===== src/design/integer_execute_unit_defines.svh =====
// Assertion macros for the integer execute unit.
`ifndef INTEGER_EXECUTE_UNIT_DEFINES_SVH
`define INTEGER_EXECUTE_UNIT_DEFINES_SVH

// Same-cycle implication, checked on every rising edge outside reset.
`define IEU_ASSERT_NOW(lbl, ante, cons, msg) \
  lbl: assert property (@(posedge clk_i) disable iff (!rst_ni) (ante) |-> (cons)) \
    else $error(msg);

// Next-cycle implication, checked on every rising edge outside reset.
`define IEU_ASSERT_NEXT(lbl, ante, cons, msg) \
  lbl: assert property (@(posedge clk_i) disable iff (!rst_ni) (ante) |=> (cons)) \
    else $error(msg);

`endif


===== src/design/ieu_pkg.sv =====
// Shared types and constants for the integer execute unit.
package ieu_pkg;

  localparam int unsigned XLEN     = 32;
  localparam int unsigned KindW    = 5;
  localparam int unsigned ImmW     = 22;
  localparam int unsigned ShAmtW   = 5;

  localparam logic [XLEN-1:0] CmpLess  = 32'hFFFF_FFFE;
  localparam logic [XLEN-1:0] LinkStep = 32'd4;

  typedef enum logic [KindW-1:0] {
    KAdd  = 5'd0,  KSub  = 5'd1,  KNot  = 5'd2,  KAnd  = 5'd3,  KOr   = 5'd4,
    KXor  = 5'd5,  KShl  = 5'd6,  KSar  = 5'd7,  KShr  = 5'd8,  KCmp  = 5'd9,
    KAddi = 5'd10, KSubi = 5'd11, KNoti = 5'd12, KAndi = 5'd13, KOri  = 5'd14,
    KXori = 5'd15, KShli = 5'd16, KSari = 5'd17, KShri = 5'd18, KCmpi = 5'd19,
    KLi   = 5'd20, KLui  = 5'd21, KLni  = 5'd22, KJ    = 5'd23, KJal  = 5'd24,
    KJr   = 5'd25, KJrl  = 5'd26, KBeq  = 5'd27, KBne  = 5'd28, KBgt  = 5'd29,
    KBlt  = 5'd30
  } kind_e;

  // One instruction word as held in the input register
  typedef struct packed {
    logic [KindW-1:0] kind;
    logic [XLEN-1:0]  operand_a;
    logic [XLEN-1:0]  operand_b;
    logic [ImmW-1:0]  immediate;
    logic [XLEN-1:0]  pc_in;
  } ieu_req_t;

  // One result word
  typedef struct packed {
    logic [XLEN-1:0] result;
    logic [XLEN-1:0] next_pc;
    logic            taken;
  } ieu_rsp_t;

endpackage


===== src/design/ieu_alu.sv =====
// Combinational datapath: ALU, immediate loads, jump and branch targets.
module ieu_alu (
  input  ieu_pkg::ieu_req_t req_i,
  output ieu_pkg::ieu_rsp_t rsp_o
);
  import ieu_pkg::*;

  logic [XLEN-1:0] a, b, pc, src2, i12, i16;
  logic [XLEN-1:0] sext21, sext14, imm22, link;
  logic [XLEN-1:0] addsub, shl, shr, sar;
  logic [XLEN-1:0] cmp_res, jr_tgt, jmp_rel;
  logic            imm_form, is_sub, sh_big, sar_fill, cond;
  logic [ShAmtW-1:0] sh_amt;
  kind_e           kind;

  assign kind   = kind_e'(req_i.kind);
  assign a      = req_i.operand_a;
  assign b      = req_i.operand_b;
  assign pc     = req_i.pc_in;
  assign i12    = {20'd0, req_i.immediate[11:0]};
  assign i16    = {16'd0, req_i.immediate[15:0]};
  assign imm22  = {10'd0, req_i.immediate};
  assign sext21 = {{11{req_i.immediate[20]}}, req_i.immediate[20:0]};
  assign sext14 = {{18{req_i.immediate[13]}}, req_i.immediate[13:0]};
  assign link   = pc + LinkStep;

  // Second ALU source: register, 12-bit immediate, or 16-bit for cmpi
  assign imm_form = (req_i.kind >= KAddi) && (req_i.kind <= KShri);
  always_comb begin
    if (kind == KCmpi) begin
      src2 = i16;
    end else if (imm_form) begin
      src2 = i12;
    end else begin
      src2 = b;
    end
  end

  // Shared adder for add/sub
  assign is_sub = (kind == KSub) || (kind == KSubi);
  assign addsub = a + (is_sub ? ~src2 : src2) + {31'd0, is_sub};

  // Shifts; amounts of 32 or more saturate
  assign sh_big   = |src2[XLEN-1:ShAmtW];
  assign sh_amt   = src2[ShAmtW-1:0];
  assign sar_fill = a[XLEN-1];
  assign shl      = sh_big ? '0 : (a << sh_amt);
  assign shr      = sh_big ? '0 : (a >> sh_amt);
  assign sar      = sh_big ? {XLEN{sar_fill}} : XLEN'($signed(a) >>> sh_amt);

  // Three-way unsigned compare
  always_comb begin
    if (a > src2) begin
      cmp_res = 32'd1;
    end else if (a < src2) begin
      cmp_res = CmpLess;
    end else begin
      cmp_res = '0;
    end
  end

  // Jump targets
  assign jmp_rel = pc + sext21;
  assign jr_tgt  = pc + a + imm22;

  // Branch condition
  always_comb begin
    case (kind)
      KBeq:    cond = (a == b);
      KBne:    cond = (a != b);
      KBgt:    cond = ($signed(a) > $signed(b));
      KBlt:    cond = ($signed(a) < $signed(b));
      default: cond = 1'b0;
    endcase
  end

  // Result selection
  always_comb begin
    rsp_o.result  = '0;
    rsp_o.next_pc = pc;
    rsp_o.taken   = 1'b0;
    case (kind)
      KAdd, KSub, KAddi, KSubi: rsp_o.result = addsub;
      KNot:  rsp_o.result = (|b) ? (~a + 32'd1) : ~a;
      KNoti: rsp_o.result = ~i12;
      KAnd, KAndi: rsp_o.result = a & src2;
      KOr, KOri:   rsp_o.result = a | src2;
      KXor, KXori: rsp_o.result = a ^ src2;
      KShl, KShli: rsp_o.result = shl;
      KSar, KSari: rsp_o.result = sar;
      KShr, KShri: rsp_o.result = shr;
      KCmp, KCmpi: rsp_o.result = cmp_res;
      KLi:   rsp_o.result = {{16{i16[15]}}, i16[15:0]};
      KLui:  rsp_o.result = {i16[15:0], 16'd0};
      KLni:  rsp_o.result = i16;
      KJ:    rsp_o.next_pc = jmp_rel;
      KJal: begin
        rsp_o.result  = link;
        rsp_o.next_pc = sext21;
      end
      KJr:   rsp_o.next_pc = (a == '0) ? jmp_rel : jr_tgt;
      KJrl: begin
        rsp_o.result  = link;
        rsp_o.next_pc = (a == '0) ? sext21 : jr_tgt;
      end
      KBeq, KBne, KBgt, KBlt: begin
        rsp_o.taken   = cond;
        rsp_o.next_pc = pc + (cond ? sext14 : LinkStep);
      end
      default: ;
    endcase
  end

endmodule


===== src/design/integer_execute_unit.sv =====
// Top level of the integer execute unit: input register, datapath, result register.
//
// Execute stage for a 32-bit core. One instruction word is accepted per clock while
// stall_o is low. The accepting edge loads the input register, the datapath (adder,
// shifter, comparators, target adders) works on the registered word, and the result
// register loads its result word for the outputs. A stall on the output holds the
// result register; the input register keeps taking words until it is also full,
// so stall_o only rises when both stages hold data and stall_i is high. No
// reset-time setup is needed.
module integer_execute_unit (
  input  logic                       clk_i,
  input  logic                       rst_ni,
  input  logic                       valid_i,
  output logic                       stall_o,
  input  logic [ieu_pkg::KindW-1:0]  kind_i,
  input  logic [ieu_pkg::XLEN-1:0]   operand_a_i,
  input  logic [ieu_pkg::XLEN-1:0]   operand_b_i,
  input  logic [ieu_pkg::ImmW-1:0]   immediate_i,
  input  logic [ieu_pkg::XLEN-1:0]   pc_in_i,
  output logic                       valid_o,
  input  logic                       stall_i,
  output logic [ieu_pkg::XLEN-1:0]   result_o,
  output logic [ieu_pkg::XLEN-1:0]   next_pc_o,
  output logic                       taken_o
);
  import ieu_pkg::*;
  `include "integer_execute_unit_defines.svh"

  ieu_req_t req_q, req_d;
  ieu_rsp_t rsp_q, rsp_comb;
  logic     in_valid_q, in_valid_d;
  logic     out_valid_q, out_valid_d;
  logic     in_accept, out_load;

  // Handshake control
  assign out_load  = in_valid_q && (!out_valid_q || !stall_i);
  assign stall_o   = in_valid_q && out_valid_q && stall_i;
  assign in_accept = valid_i && !stall_o;

  assign in_valid_d  = in_accept ? 1'b1 : (out_load ? 1'b0 : in_valid_q);
  assign out_valid_d = out_load ? 1'b1 : (stall_i ? out_valid_q : 1'b0);

  assign req_d = '{kind: kind_i, operand_a: operand_a_i, operand_b: operand_b_i,
                   immediate: immediate_i, pc_in: pc_in_i};

  always_ff @(posedge clk_i or negedge rst_ni) begin
    if (!rst_ni) begin
      in_valid_q  <= 1'b0;
      out_valid_q <= 1'b0;
    end else begin
      in_valid_q  <= in_valid_d;
      out_valid_q <= out_valid_d;
    end
  end

  // Input register
  always_ff @(posedge clk_i) begin
    if (in_accept) begin
      req_q <= req_d;
    end
  end

  ieu_alu u_alu (
    .req_i (req_q),
    .rsp_o (rsp_comb)
  );

  // Result register
  always_ff @(posedge clk_i) begin
    if (out_load) begin
      rsp_q <= rsp_comb;
    end
  end

  assign valid_o   = out_valid_q;
  assign result_o  = rsp_q.result;
  assign next_pc_o = rsp_q.next_pc;
  assign taken_o   = rsp_q.taken;

  // Checks
  `IEU_ASSERT_NOW(a_stall_only_full, stall_o, in_valid_q && out_valid_q, "stall_o while not full")
  `IEU_ASSERT_NEXT(a_accept_fills, in_accept, in_valid_q, "accepted word not held")
  `IEU_ASSERT_NEXT(a_load_fills_out, out_load, out_valid_q, "result register not loaded")
  `IEU_ASSERT_NEXT(a_out_hold, out_valid_q && stall_i, out_valid_q && $stable(rsp_q), "stalled result changed")

endmodule


===== config.mk =====
export PLATFORM = sky130hd
export DESIGN_NAME = integer_execute_unit
export DESIGN_NICKNAME = d
export VERILOG_FILES = /design/src/design/ieu_pkg.sv /design/src/design/ieu_alu.sv /design/src/design/integer_execute_unit.sv
export VERILOG_INCLUDE_DIRS = /design/src /design/src/design
export SDC_FILE = /design/constraint.sdc
export NUM_CORES = 1
export LEC_CHECK = 0
export BUFFER_PORTS_ARGS = -buffer_cell sky130_fd_sc_hd__buf_2
export CELL_PAD_IN_SITES_DETAIL_PLACEMENT = 0
export CELL_PAD_IN_SITES_GLOBAL_PLACEMENT = 2
export CORE_ASPECT_RATIO = 0.8
export CORE_MARGIN = 2
export CORE_UTILIZATION = 42
export CTS_BUF_LIST = sky130_fd_sc_hd__clkbuf_16
export DETAILED_ROUTE_END_ITERATION = 8
export PLACE_DENSITY = 0.93
export SLEW_MARGIN = 20
export SYNTH_ARGS = -nofsm -noshare
export SYNTH_HDL_FRONTEND = slang
export SYNTH_HIERARCHICAL = 1
export SYNTH_SLANG_ARGS = --single-unit

===== constraint.sdc =====
create_clock -name clk_i -period 14.3 [get_ports clk_i]
set_clock_uncertainty 0.15 [all_clocks]
set_input_delay 1.43 -clock clk_i [delete_from_list [all_inputs] [get_ports clk_i]]
set_output_delay 1.43 -clock clk_i [all_outputs]
set_load 0.02 [all_outputs]

After elaboration in Yosys (flattened, before gate mapping)
Cells that the tools add are included.
{"block": "op_classes", "n_mux": 19, "magnitude_cmp": 6, "n_eq_ne": 33, "bitwise": 6, "n_reduce_logical": 25, "shift": 3, "add_sub_neg": 8}
{"cell": "one-hot mux 32 bit (14 select lines)", "count": 1}
{"cell": "two-way mux 32 bit", "count": 12}
{"cell": "one-hot mux 32 bit (5 select lines)", "count": 1}
{"cell": "adder 32 bit", "count": 4}
{"cell": "== test 5 bit, second input constant", "count": 15}
{"cell": "greater-than comparator 32 bit", "count": 2}
{"cell": "< comparator 32 bit", "count": 2}
{"cell": "NOT 32 bit", "count": 2}
{"cell": "== test 5 x 4 -> 1 bit, second input constant", "count": 8}
{"cell": "adder 32 x 1 -> 32 bit", "count": 1}
{"cell": "adder 32 x 1 -> 32 bit, second input constant", "count": 1}
{"cell": "adder 32 x 22 -> 32 bit", "count": 1}
{"cell": "adder 32 x 3 -> 32 bit, second input constant", "count": 1}
{"cell": "bitwise AND 32 bit", "count": 1}
{"cell": "== test 32 bit", "count": 1}
{"cell": "logical NOT 32 bit", "count": 1}
{"cell": "!= test 32 bit", "count": 1}
{"cell": "NOT 12 -> 32 bit", "count": 1}
{"cell": "bitwise OR 32 bit", "count": 1}
{"cell": "OR reduction 32 bit", "count": 1}
{"cell": "left shift 32 x 5 -> 32 bit", "count": 1}
{"cell": ">> shifter 32 x 5 -> 32 bit", "count": 1}
{"cell": ">>> shifter 32 x 5 -> 32 bit", "count": 1}
{"cell": "bitwise XOR 32 bit", "count": 1}
{"cell": "16 further kinds", "count": 38}
{"block": "word_totals", "input_bits": 127, "regBits": 190, "output_inout_bits": 67}

Depth between registers and ports, before layout
Gate-level depths: netlist of run 1.
{"block": "logic_depth", "depth_word": 9, "depth_mapped": 23}

Hierarchy
Netlist of run 1, hierarchy kept.
{"mod": "ieu_alu", "instances": 1, "cells_each": 2474, "area_each_um2": 17406.7}
{"mod": "integer_execute_unit", "instances": 1, "cells_each": 196, "area_each_um2": 5738.0}

Worst setup path after synthesis of run 1
OpenSTA, ideal clock, no wires.
{"block": "synth_path", "path_kind": "input -> register", "from": "in stall_i", "to": "reg rsp_q, in the netlist next_pc_o[0], enable pin", "n_path_buf": 0, "arrival_time_ps": 6170, "path_slack_ps": 7393, "stages": 1, "setup_ps": 587, "required_time_ps": 13563, "cell_sequence": "a21boi_0"}
{"block": "synth_between", "elab_chain_len": 3}
{"element": "from (decl)", "line_no": "integer_execute_unit.sv:21", "rtl": "input logic stall_i,"}
{"element": "logical NOT 1 bit", "line_no": "integer_execute_unit.sv:36", "rtl": "assign out_load = in_valid_q && (!out_valid_q || !stall_i);"}
{"element": "logical OR 1 bit", "line_no": "integer_execute_unit.sv:36"}
{"element": "logical AND 1 bit", "line_no": "integer_execute_unit.sv:36"}
{"element": "to (signal assigned)", "line_no": "integer_execute_unit.sv:71", "rtl": "rsp_q <= rsp_comb;"}
{"element": "to (decl)", "line_no": "integer_execute_unit.sv:30", "rtl": "ieu_rsp_t rsp_q, rsp_comb;"}
Every way passes these cells.
A chain may end at the register's enable or synchronous reset.

==> results of run 1 <==
flip-flops by register name (all words and copies together) (netlist names):
signal / count
valid_o: 1
req_q: 123
in_valid_q: 1
next_pc_o: 32
taken_o: 1
result_o: 32
cell type report:
type | count | area, um2
multi-input cells | 2217 | 16500
clock buffers | 17 | 425
fillers | 5300 | 28500
well taps | 702 | 878
clock inverters | 15 | 155
repair buffers | 249 | 1400
flip-flops and latches | 190 | 5700
diodes | 2 | 5.00
inverters | 137 | 514
final timing paths:
check,from,to,slack (ps),cells past startpoint
hold reg to reg,in_valid_q$_DFFE_PN0P_,valid_o$_DFFE_PN0P_,380,1
hold / removal,in_valid_q$_DFFE_PN0P_,valid_o$_DFFE_PN0P_,380,1
setup / recovery,req_q[121]$_DFFE_PP_,result_o[7]$_DFFE_PP_,7330,14
max in group asynchronous,rst_ni,valid_o$_DFFE_PN0P_,13370,1
min in group asynchronous,rst_ni,in_valid_q$_DFFE_PN0P_,530,1
setup reg to reg,req_q[121]$_DFFE_PP_,result_o[7]$_DFFE_PP_,7330,14
layer usage:
layer | global-route usage (%) | part of all wire (%)
met5 | 0 | 0.032
met4 | 9.85 | 2.5
met3 | 10.7 | 12
met2 | 47.8 | 40
met1 | 52.5 | 45
power groups by stage:
stage	clock network [mW]	registers, mW	logic [mW]
floorplan	0	0.757	0.703
global placement	0	0.754	1.06
detailed placement	0	0.755	1.06
CTS	0.518	0.743	1.07
global route	0.529	0.748	1.18
finish	0.506	0.743	1.11
critical path: stages (launching register included):
cell      delay [ps]
edfxtp_1         990
nor2_1           380
mux2i_4          230
buf_4            400
nand2_1          230
ha_1             360
or4_1            540
nor3b_1          500
nand3_1          230
nor4_1           460
a211oi_1         180
nand3_1          510
a21boi_1         920
o21ai_0          180
or3_1            380
cells in the final DEF (no fill, tap or decap), types with 30 or more instances in the layout:
cell,netlist,final
mux2i_1,137,134
edfxtp_1,188,188
o221ai_1,31,31
a21oi_1,223,222
nor2_1,167,164
a31oi_1,41,41
nand3_1,80,80
a221oi_1,44,44
buf_2,32,193
nand2_1,231,231
buf_4,2,54
and3_1,33,33
ha_1,262,262
xnor2_1,140,140
nand4_1,33,33
inv_1,126,126
nor2b_1,30,30
xor2_1,57,57
a21o_1,63,63
o21ai_0,136,136
nor3_1,45,44
cells by family after synthesis:
group,count (synthesis),synth area share (%)
AO/OA/AOI/OAI,813,23.5
XOR/XNOR,197,7.45
buffers and inverters,263,4.47
adder cells (fa/ha/maj),288,16.4
multiplexers,164,7.54
AND/OR/NAND/NOR,755,16.0
flip-flops,190,24.6
==> reports/summary.txt, run 1 <==
initial drt markers -> 3304
Mean Syn Cell Area -> 8.67 um2
Yosys top cell area share -> 24.4%
initial antenna violation count -> 2
FMAX -> 144 MHz
Num CTS Buffers -> 17
max-cap viol count -> 0
first-pass GRT wire length -> 148000 um
detailed placement HPWL -> 79500 um
drt pass-1 iters -> 9
switching pwr -> 1.05 mW
hold_ws -> 378 ps
clk root buf -> clkbuf_16
layout cell share with drive strength beyond 1 -> 12.6%
CTS max path bufs -> 2
Core Footprint -> 54100 um2
Placed Instance Area -> 25000 um2
largest net degree at the start of global routing -> 80
final setup margin -> 7330 ps
Util after Layout -> 47.3%
sequential share of the synthesized area -> 24.6%
Power Density -> 92.0 nW/um2
ys flop type -> edfxtp_1
Synth area leader -> edfxtp_1
clock tree sinks -> 190
Total GRT Usage -> 35.1%
#FFs+latches synth -> 190
finished layout cell area -> 25600 um2
Post-synth EDFFs -> 188
status -> finished clean
Distinct cells, synth -> 85
post-route ant nets -> 0
cts hold-fix bufs -> 0
Post CTS Setup Buffer Count -> 0
sw frac -> 44.4%
HP Class -> reg -> reg
Warnings, synthesis -> 6
number of global-route vias before repair -> 21.6k
Tcrit/Tclk final -> 48.7%
Flop pwr share -> 31.5%
global route overflow -> 0
setup_tns -> 0 ps
GPL Wtd Cong -> 0.964
P_int -> 1.31 mW
row count -> 76
final hold violations -> 0
DIE AREA -> 57000 um2
synth cell count leaders -> 262 x ha_1, 231 x nand2_1, 223 x a21oi_1
# setup viols final -> 0
Data required, critical path -> 14400 ps
DRC viols -> 0
Synth-to-Final Area Change -> 10.6%
dpl ws -> 7550 ps
minimum clock period -> 6970 ps
Peak VDD IR -> 0.0602 mV
die height -> 214 um
CTS resizes -> 0
final wirelength -> 102000 um
Clock Power Share -> 21.5%
worst-margin pin slew -> 1220 ps
Post-Synthesis Cells -> 2670
CTS clock-pin slew for the worst setup and hold paths -> 80 ps
top cells by area, synth -> edfxtp_1 24%, ha_1 14%, mux2i_1 5.9%
dpl cells -> 3494
WP data arrival -> 7070 ps
Port-buffer cells -> 193
vias per cell -> 6.61
top-count cell post-synth -> ha_1
Max Slew Vio Count -> 0
final net count -> 3227
Worst Path Class, Setup -> reg -> reg
IO Pins -> 194
WL per Instance -> 28.9 um
Worst setup SP type -> register
Clock Latency Late Sink -> 530 ps
Async SR Flop Fraction -> 1.05%
RSZ-0062 raised after global routing -> no
H-Tree Level Count -> 4
Die Wd -> 266 um
Via Count -> 23.3k
CTS tree -> built
Design Power -> 2.36 mW
leakage -> 10.9 nW
critical path fanouts, max -> 27
Slew HR -> 18.8%
Critical Path End Type -> register
synthesized area -> 23100 um2
combinational share of power -> 47.0%
Syn Nets -> 3085
Initial Util -> 42.8%
Non-Filler Instances -> 3529
(Power assumes the default switching activity.)
==> run 2, diff against run 1 <==
--- a/config.mk
+++ b/config.mk
@@ -11,10 +11,10 @@
 export CELL_PAD_IN_SITES_GLOBAL_PLACEMENT = 2
 export CORE_ASPECT_RATIO = 0.8
 export CORE_MARGIN = 2
-export CORE_UTILIZATION = 42
+export CORE_UTILIZATION = 39
 export CTS_BUF_LIST = sky130_fd_sc_hd__clkbuf_16
 export DETAILED_ROUTE_END_ITERATION = 8
-export PLACE_DENSITY = 0.93
+export PLACE_DENSITY = 0.88
 export SLEW_MARGIN = 20
 export SYNTH_ARGS = -nofsm -noshare
 export SYNTH_HDL_FRONTEND = slang
==> constraint.sdc (replaced) <==
create_clock -name clk_i -period 7.1 [get_ports clk_i]
set_clock_uncertainty 0.15 [all_clocks]
set_input_delay 0.71 -clock clk_i [delete_from_list [all_inputs] [get_ports clk_i]]
set_output_delay 0.71 -clock clk_i [all_outputs]
set_load 0.02 [all_outputs]
==> run 2 against run 1 <==
Against the previous run:
- flip-flop and latch count is the same
- cell count grew 2.8%
- setup slack lost 6800 ps
- combinational power grew 110%
- global-route usage shrank 1.9 points
- register-to-register slack lost 6800 ps
- non-clock buffer count grew 33
- largest power group unchanged
- highest routed layer unchanged
==> reports/summary.txt, run 2 (same netlist as run 1, synthesis figures left out) <==
Post CTS Setup Buffer Count -> 0 (unchanged)
GR peak layer -> met1 (unchanged)
minimum clock period -> 6590 ps (was 6970 ps)
CTS tree -> built (unchanged)
Total GRT Usage -> 33.2% (was 35.1%)
Port-buffer cells -> 193 (unchanged)
max-cap viol count -> 0 (unchanged)
global route overflow -> 0 (unchanged)
Clock Latency Late Sink -> 510 ps (was 530 ps)
number of global-route vias before repair -> 21.5k (was 21.6k)
Power Density -> 187 nW/um2 (was 92.0 nW/um2)
switching pwr -> 2.12 mW (was 1.05 mW)
HP Class -> in -> reg (was reg -> reg)
grt met3 use -> 8.76% (was 10.7%)
final net count -> 3260 (was 3227)
P_int -> 2.72 mW (was 1.31 mW)
finished layout cell area -> 26000 um2 (was 25600 um2)
RSZ-0062 raised after global routing -> no (unchanged)
Clock Power Share -> 22.5% (was 21.5%)
Worst setup SP type -> register (unchanged)
detailed placement HPWL -> 83100 um (was 79500 um)
post-route ant nets -> 0 (unchanged)
GPL Wtd Cong -> 1.01 (was 0.964)
most frequent cells in the layout -> 262 x ha_1, 231 x nand2_1, 222 x a21oi_1 (unchanged)
status -> finished clean (unchanged)
IO Pins -> 194 (unchanged)
setup_tns -> 0 ps (unchanged)
Max Slew Vio Count -> 0 (unchanged)
leakage -> 11.1 nW (was 10.9 nW)
Initial Util -> 39.6% (was 42.8%)
met1 GRT Util -> 50.5% (was 52.5%)
clk root buf -> clkbuf_16 (unchanged)
max reg flops -> 123 (unchanged)
layout cell share with drive strength beyond 1 -> 13.6% (was 12.6%)
initial drt markers -> 3128 (was 3304)
Tcrit/Tclk final -> 92.9% (was 48.7%)
diodes inserted -> 0 (was 2)
largest net degree at the start of global routing -> 71 (was 80)
final wirelength -> 105000 um (was 102000 um)
Biggest register -> req_q (unchanged)
Slew HR -> 16.0% (was 18.8%)
combinational share of power -> 47.3% (was 47.0%)
FMAX -> 152 MHz (was 144 MHz)
Placed Instance Area -> 25300 um2 (was 25000 um2)
WL per Instance -> 28.9 um (about the same)
Die Wd -> 276 um (was 266 um)
H-Tree Level Count -> 4 (unchanged)
GR Util met2 -> 46.3% (was 47.8%)
final hold violations -> 0 (unchanged)
Core Footprint -> 58400 um2 (was 54100 um2)
initial antenna violation count -> 3 (was 2)
sw frac -> 43.8% (was 44.4%)
hold_ws -> 222 ps (was 378 ps)
Data required, critical path -> 7200 ps (was 14400 ps)
drt pass-1 iters -> 6 (was 9)
Critical Path End Type -> register (unchanged)
DIE AREA -> 61300 um2 (was 57000 um2)
WP data arrival -> 6700 ps (was 7070 ps)
critical path fanouts, max -> 14 (was 27)
Synth-to-Final Area Change -> 12.1% (was 10.6%)
CTS max path bufs -> 2 (unchanged)
first-pass GRT wire length -> 150000 um (was 148000 um)
# setup viols final -> 0 (unchanged)
Worst Path Class, Setup -> reg -> reg (unchanged)
Num CTS Buffers -> 17 (unchanged)
Via Count -> 23.3k (about the same)
die height -> 222 um (was 214 um)
clock tree sinks -> 190 (unchanged)
vias per cell -> 6.42 (was 6.61)
row count -> 79 (was 76)
worst-margin pin slew -> 1250 ps (was 1220 ps)
final setup margin -> 505 ps (was 7330 ps)
Peak VDD IR -> 0.139 mV (was 0.0602 mV)
Flop pwr share -> 30.2% (was 31.5%)
CTS clock-pin slew for the worst setup and hold paths -> 90 ps (was 80 ps)
leading cell type in the layout, fill and taps excluded -> ha_1 (unchanged)
dpl ws -> 574 ps (was 7550 ps)
DRC viols -> 0 (unchanged)
[run 2: metrics by stage]
stage / util (%) / power, mW / std cells
floorplan: - / 2.94 / 2670
global placement: 43.3 / 3.68 / 3594
detailed placement: 43.3 / 3.69 / 3594
CTS: 44.4 / 4.80 / 3627
global route: 44.4 / 5.07 / 3627
finish: 44.4 / 4.84 / 3627
[run 2: metal layers]
metal / part of all wire, % / wire length [um] / vias up
li1: - / - / 10444
met1: 48 / 49800 / 11402
met2: 40 / 41800 / 1307
met3: 11 / 11400 / 118
met4: 1.7 / 1780 / 4
met5: 0.018 / 19 / -
[run 2: layout make-up]
type / count / area, um2
Fill cell: 5849 / 32500
Multi-Input combinational cell: 2217 / 16500
Sequential cell: 190 / 5700
Timing Repair Buffer: 282 / 1640
Tap cell: 769 / 962
Inverter: 137 / 514
Clock buffer: 17 / 425
Clock inverter: 15 / 198
[run 2: worst paths after layout]
kind	startpoint	to	slack (ps)	depth (start not counted)
max in group asynchronous	rst_ni	in_valid_q$_DFFE_PN0P_	6340	2
hold / removal	operand_a_i[2]	req_q[88]$_DFFE_PP_	220	1
setup / recovery	req_q[85]$_DFFE_PP_	next_pc_o[28]$_DFFE_PP_	510	24
min in group asynchronous	rst_ni	in_valid_q$_DFFE_PN0P_	370	2
setup reg to reg	req_q[85]$_DFFE_PP_	next_pc_o[28]$_DFFE_PP_	510	24
hold reg to reg	in_valid_q$_DFFE_PN0P_	valid_o$_DFFE_PN0P_	370	1
[run 2: critical path, cell delays in order, from the launching register on]
cell	delay, ps
edfxtp_1	380
inv_1	60
ha_1	420
nand4_1	260
nor3_1	150
a22o_1	210
or4_1	520
a22o_1	300
nor3_1	180
nor3b_1	80
a41oi_1	330
buf_4	280
nor2b_1	70
ha_1	210
fa_1	430
a21oi_1	180
o21ai_0	160
a211oi_1	450
or3_1	230
nand2_1	160
a31oi_1	320
o21ai_0	240
a41oi_1	310
xor2_1	170
o22ai_1	90
[run 2: power groups by stage]
stage / registers, mW / clock network, mW / logic (mW)
after floorplan: 1.52 / 0 / 1.42
after global placement: 1.48 / 0 / 2.20
after detailed placement: 1.49 / 0 / 2.20
after CTS: 1.46 / 1.12 / 2.22
after global routing: 1.47 / 1.15 / 2.45
final: 1.46 / 1.09 / 2.29
[run 2: repair_timing]
action / 4_1_cts / 5_1_grt
hold buffers: 1 / 0
setup endpoints to repair: 0 / 1
hold endpoints to repair: 2 / 0
gates resized for setup: 0 / 1
